**src/design/scir_pkg.sv**
```systemverilog
package scir_pkg;

  // Default coordinate width, Q16.16 at 32 bits
  localparam int DEF_COORD_WIDTH = 32;

  // Multiplier digit width: one partial product row per pipeline stage
  localparam int MUL_DIGIT = 8;

endpackage

```
**src/design/scir_mul.sv**
```systemverilog
module scir_mul #(
  parameter int AW = 34,
  parameter int BW = 34,
  parameter int DW = scir_pkg::MUL_DIGIT
) (
  input  logic                 clk,
  input  logic signed [AW-1:0] a,
  input  logic signed [BW-1:0] b,
  output logic signed [AW+BW-1:0] p
);

  localparam int NS = (BW + DW - 1) / DW;
  localparam int BP = NS * DW;
  localparam int QW = AW + BP;

  logic signed [AW-1:0] a_p   [NS-1];
  logic signed [BP-1:0] bp_p  [NS-1];
  logic signed [QW-1:0] acc_p [NS];
  logic signed [BP-1:0] b_pad;

  assign b_pad = BP'(b);

  // One digit of b per stage, top digit carries the sign
  for (genvar k = 0; k < NS; k++) begin : g_stage
    logic signed [AW-1:0] a_in;
    logic signed [BP-1:0] b_in;
    logic signed [QW-1:0] acc_in;
    logic [DW-1:0]        dig;
    logic signed [DW:0]   dig_s;
    logic signed [AW+DW:0] prod;
    logic signed [QW-1:0] acc_nxt;

    if (k == 0) begin : g_first
      assign a_in   = a;
      assign b_in   = b_pad;
      assign acc_in = '0;
    end else begin : g_next
      assign a_in   = a_p[k-1];
      assign b_in   = bp_p[k-1];
      assign acc_in = acc_p[k-1];
    end

    always_comb begin
      dig     = b_in[k*DW +: DW];
      dig_s   = (k == NS - 1) ? $signed({dig[DW-1], dig}) : $signed({1'b0, dig});
      prod    = a_in * dig_s;
      acc_nxt = acc_in + (QW'(prod) <<< (k * DW));
    end

    always_ff @(posedge clk) begin
      acc_p[k] <= acc_nxt;
    end

    if (k < NS - 1) begin : g_pass
      always_ff @(posedge clk) begin
        a_p[k]  <= a_in;
        bp_p[k] <= b_in;
      end
    end
  end

  assign p = acc_p[NS-1][AW+BW-1:0];

endmodule

```
**config.mk**
```make
export PLATFORM = sky130hd
export DESIGN_NAME = scir_mul
export DESIGN_NICKNAME = d
export VERILOG_FILES = /design/src/design/scir_pkg.sv /design/src/design/scir_mul.sv
export SDC_FILE = /design/constraint.sdc
export NUM_CORES = 2
export LEC_CHECK = 0
export ABC_AREA = 1
export BUFFER_PORTS_ARGS = -buffer_cell sky130_fd_sc_hd__buf_2
export CORE_MARGIN = 5
export CORE_UTILIZATION = 60
export DETAILED_ROUTE_END_ITERATION = 8
export PLACE_DENSITY = 0.77
export SYNTH_ARGS = -nofsm -noshare
export SYNTH_HDL_FRONTEND = slang
export SYNTH_SLANG_ARGS = --single-unit
```
**constraint.sdc**
```tcl
create_clock -name clk -period 6.4 [get_ports clk]
set_input_delay 1.28 -clock clk [delete_from_list [all_inputs] [get_ports clk]]
set_output_delay 1.28 -clock clk [all_outputs]
set_load 0.02 [all_outputs]
```
Yosys cells after proc, flatten, opt, wreduce, memory -nomap -nowiden:

Memory sizes are Yosys's and may differ from the RTL's.
Index checks and enable logic that the tools add are counted.

* register bits: 0
* memory bits (writable): 666
* logic and storage cells: 12
* memories kept: 3

* add/subtract/negate cells: 4
* $mul: 5

Memories
* acc_p: words 5, width 74, read ports 5, clocked after Yosys merged registers in 0, write ports 5, line scir_mul.sv:18 `logic signed [QW-1:0] acc_p [NS];`
* bp_p: words 4, width 40, read ports 4, clocked after Yosys merged registers in 0, write ports 4, line scir_mul.sv:17 `logic signed [BP-1:0] bp_p [NS-1];`
* a_p: words 4, width 34, read ports 4, clocked after Yosys merged registers in 0, write ports 4, line scir_mul.sv:16 `logic signed [AW-1:0] a_p [NS-1];`

Operator list (count)
* $mul A34 B9 Y43: 4
* $add A74 B51 Y74: 1
* $add A74 B59 Y74: 1
* $add A74 B67 Y74: 1
* $add A74 B74 Y74: 1
* $mul A34 B8 Y42: 1

Logic depth before layout (Yosys ltp):

An unclocked memory read counts as a cell.

* depth in word-level cells: 3
* mapped depth: 40
* mapped depth without buffers: 38

Least setup slack after synthesis:

OpenSTA, ideal clock, no wires.

* kind: reg-to-reg
* start point: memory bp_p[3][38] (netlist name)
* end point: memory acc_p[4][67] (netlist name)
* setup time: 0.112 ns
* data arrival time: 5.661 ns
* required time: 6.288 ns
* setup slack: 0.627 ns
* stages on the path, launching flop included: 31
* cell sequence: dfxtp_1 > buf_4 > clkbuf_1 > nand2_1 > inv_1 > fa_1 > fa_1 > fa_1 > inv_1 > fa_1 > inv_1 > ha_1 > inv_1 > nor3_1 > nand2_1 > nand2_1 > a21oi_2 > o21ai_2 > a21oi_1 > xor2_1 > ha_1 > nand2_1 > nor2_1 > inv_1 > nor2_1 > inv_1 > nor3_2 > and3_1 > nor2_1 > nand3_1 > nand2_1

RTL lines (line)
* start: declaration: scir_mul.sv:17
* end: declaration: scir_mul.sv:18

==> impl_metrics.json <==
{
  "outcome": "finished, violations left",
  "violations": "setup timing",
  "required_ns": 6.99,
  "num_io_pins": 137,
  "cell_total_after_placement": 12000,
  "initial_core_utilization_pct": 60.4,
  "synth_area_per_cell_um2": 7.37,
  "floorplan.die_area_mm2": 0.126,
  "timing.fmax_ghz": 0.156,
  "slew_headroom_pct": 44.3,
  "worst_skew_late_latency_ns": 0.70,
  "worst-endpoint-arrival_ns": 7.00,
  "worstReg2RegStart": "bp_p[1][18]$_DFF_P_",
  "wl_per_cell_um": 21.4,
  "finish.cell_count_without_fillers": 12200,
  "synth_async_sr_flop_share_pct": 0,
  "critPathSlowestCell": "fa_1",
  "final.fill_count": 9065,
  "vias": 66900,
  "setup_violations": 1,
  "detailed_place_hpwl_um": 213000,
  "critical_path.endpoint_type": "register",
  "placement_rows": 126,
  "placeableCoreArea_mm2": 0.118,
  "skew_ns": 0.0353,
  "drt_iter0_markers": 5466,
  "timing.hold.worst.start": "bp_p[1][26]$_DFF_P_",
  "finalWirelength_um": 260000,
  "layout_common_cells": "inv_1, nand2_1, fa_1",
  "layout_min_cycle_time_ns": 6.42,
  "synth_cell_types": 55,
  "grt.total_usage_pct": 40.1,
  "drtAntennaViolNets": 0,
  "detail_route.first_pass.iterations": 7,
  "synth_enable_flop_cells": 0,
  "ys_ff_latch": 507,
  "path_class": "reg -> reg",
  "area.growth.synth_to_final_pct": 21.3,
  "timing.critical_path.from": "bp_p[1][18]$_DFF_P_",
  "die_width_um": 355,
  "yosysWarnings": 0,
  "worst-slew-pin-transition_ns": 0.835,
  "grt_remaining_overflow": 0,
  "clock_tree.htree_level_count": 2,
  "wire_length_of_the_first_global_routing_pass_um": 388000,
  "synthFlopType": "dfxtp_1",
  "critical_path_peak_fanout": 11,
  "numClockSinks": 507,
  "layout-drive-gt1-share_pct": 19.4,
  "cts_buffer_depth": 3,
  "syn_nets": 11400,
  "cts.clk_slew.worst_paths_ns": 0.07,
  "place.gp.congestion": 1.08,
  "unrepaired_setup_endpoints_after_global_routing": "yes",
  "syn-cell-area_mm2": 0.0713,
  "ctsRootBufferMaster": "clkbuf_16",
  "cp-start-kind": "register",
  "detailed_route_drc_error_count": 0,
  "worstHoldPathType": "reg -> reg",
  "fin_crit_sh_pct": 100,
  "grt_max_degree": 38,
  "place.port_buffers": 136,
  "die_span_in_y_um": 355,
  "drv_slew": 0,
  "cpPeakStageDelay_ns": 0.57,
  "cts_made_buffers": 59,
  "post_detailed_route_via_to_cell_ratio": 5.49,
  "cts_tree": "yes",
  "timing_hold_violations_final": 0,
  "layout_commonest_cell": "inv_1",
  "grt_pass1_vias": 70600,
  "grt_antenna_before_repair": 13,
  "synth_sequential_area_ratio_pct": 14.2,
  "final.setup.worst_slack_ns": -0.0162,
  "cap_violations": 0,
  "fin_nets": 12300,
  "netlist_instances": 9682
}
[synth_stat cells (9+ instances only)]
| cell | instances | area (um2) |
|---|---|---|
| nand2_2 | 39 | 244 |
| a31oi_1 | 81 | 507 |
| nor4_2 | 14 | 175 |
| or2_2 | 14 | 87.6 |
| inv_1 | 2611 | 9800 |
| nor3_1 | 40 | 200 |
| a21oi_2 | 16 | 140 |
| nor2_2 | 30 | 188 |
| a21boi_0 | 16 | 120 |
| ha_1 | 590 | 7380 |
| xnor2_1 | 80 | 701 |
| nand3_2 | 10 | 100 |
| fa_1 | 1025 | 20500 |
| o21bai_1 | 54 | 405 |
| inv_2 | 22 | 82.6 |
| nand2_1 | 2220 | 8330 |
| clkbuf_2 | 96 | 480 |
| o21ai_2 | 17 | 149 |
| o21ai_0 | 236 | 1180 |
| o211ai_1 | 9 | 67.6 |
| dfxtp_1 | 507 | 10100 |
| xor2_1 | 249 | 2180 |
| o21ai_1 | 38 | 190 |
| and3_1 | 11 | 68.8 |
| a21oi_1 | 376 | 1880 |
| nand4_1 | 48 | 300 |
| nor2_1 | 661 | 2480 |
| nand3_1 | 229 | 1150 |
| nor3_2 | 18 | 180 |
| o21a_1 | 17 | 128 |
| clkbuf_1 | 179 | 672 |
| a21o_1 | 73 | 548 |
[per-layer routing]
metal / vias to the layer above / GRT usage, % / share of wire, %
li1: 30300 / - / -
met1: 31900 / 42.5 / 34
met2: 3419 / 70.5 / 48
met3: 1290 / 6.04 / 7.4
met4: 2 / 33.7 / 11
met5: - / 0 / 0.0077
[state kept, by name, summed over array words and instances (netlist names)]
register / flops
bp_p: 56
acc_p: 315
a_p: 136
[final timing paths]
path,to,slack [ns],cells past startpoint
worst max-delay path,acc_p[2][57]$_DFF_P_,-0.02,29
worst max register to register,acc_p[2][57]$_DFF_P_,-0.02,29
worst min-delay path,bp_p[2][26]$_DFF_P_,0.31,0
worst min register to register,bp_p[2][26]$_DFF_P_,0.31,0
[through the flow]
stage / setup WS [ns] / utilization, % / instance area (um2) / hold WS [ns] / setup TNS [ns]
floorplan: 0.627 / - / 71300 / 0.310 / 0
global placement: -0.184 / 68.2 / 80500 / 0.310 / -2.12
detailed placement: -0.229 / 68.2 / 80500 / 0.312 / -2.86
CTS: 0.00202 / 70.1 / 82800 / 0.325 / 0
global route: -0.136 / 73.3 / 86500 / 0.318 / -3.75
finish: -0.0162 / 73.3 / 86500 / 0.310 / -0.0162
[critical path, delay by kind of cell (launching register included)]
family | cells | cell delay (ns)
compound gates | 3 | 0.61
flops | 1 | 0.36
simple gates | 10 | 1.33
fa+ha+maj | 6 | 2.65
buf+inv | 8 | 1.01
xor+xnor | 2 | 0.33
[cells by family (layout without fill, tap and decap cells)]
group	after synthesis	after routing	synth area share [%]
and+or+nand+nor	3362	3363	19.3
other	0	4	0
adders and majority gates	1615	1615	39.1
AOI/OAI and AO/OA	960	960	7.86
xor gates and xnor gates	329	329	4.04
DFF	507	507	14.2
buffers and inverters	2909	3860	15.5
[timing repair]
item,in CTS,in global routing
setup buffers,1,33
endpoints found under the hold margin,0,0
setup endpoints to repair,57,118
pin swaps,1,155
hold buffers,0,0
gates resized for setup,40,781
gates cloned,0,12
[layout make-up]
cell class	instances	area (um2)	share of cell area, %
antenna	4	10.0	0.0116
clock buffer	67	1530	1.76
clock inverter	41	524	0.606
inverter	2633	9900	11.4
multi-input combinational	6267	53400	61.7
sequential	507	10200	11.8
tap	1536	1920	2.22
timing repair buffer	1118	9010	10.4
timing repair inverter	1	7.51	0.00868
Power is left out: the tool's default activity adds up to more than one toggle a clock period on the data nets, which glitch-free logic cannot reach.
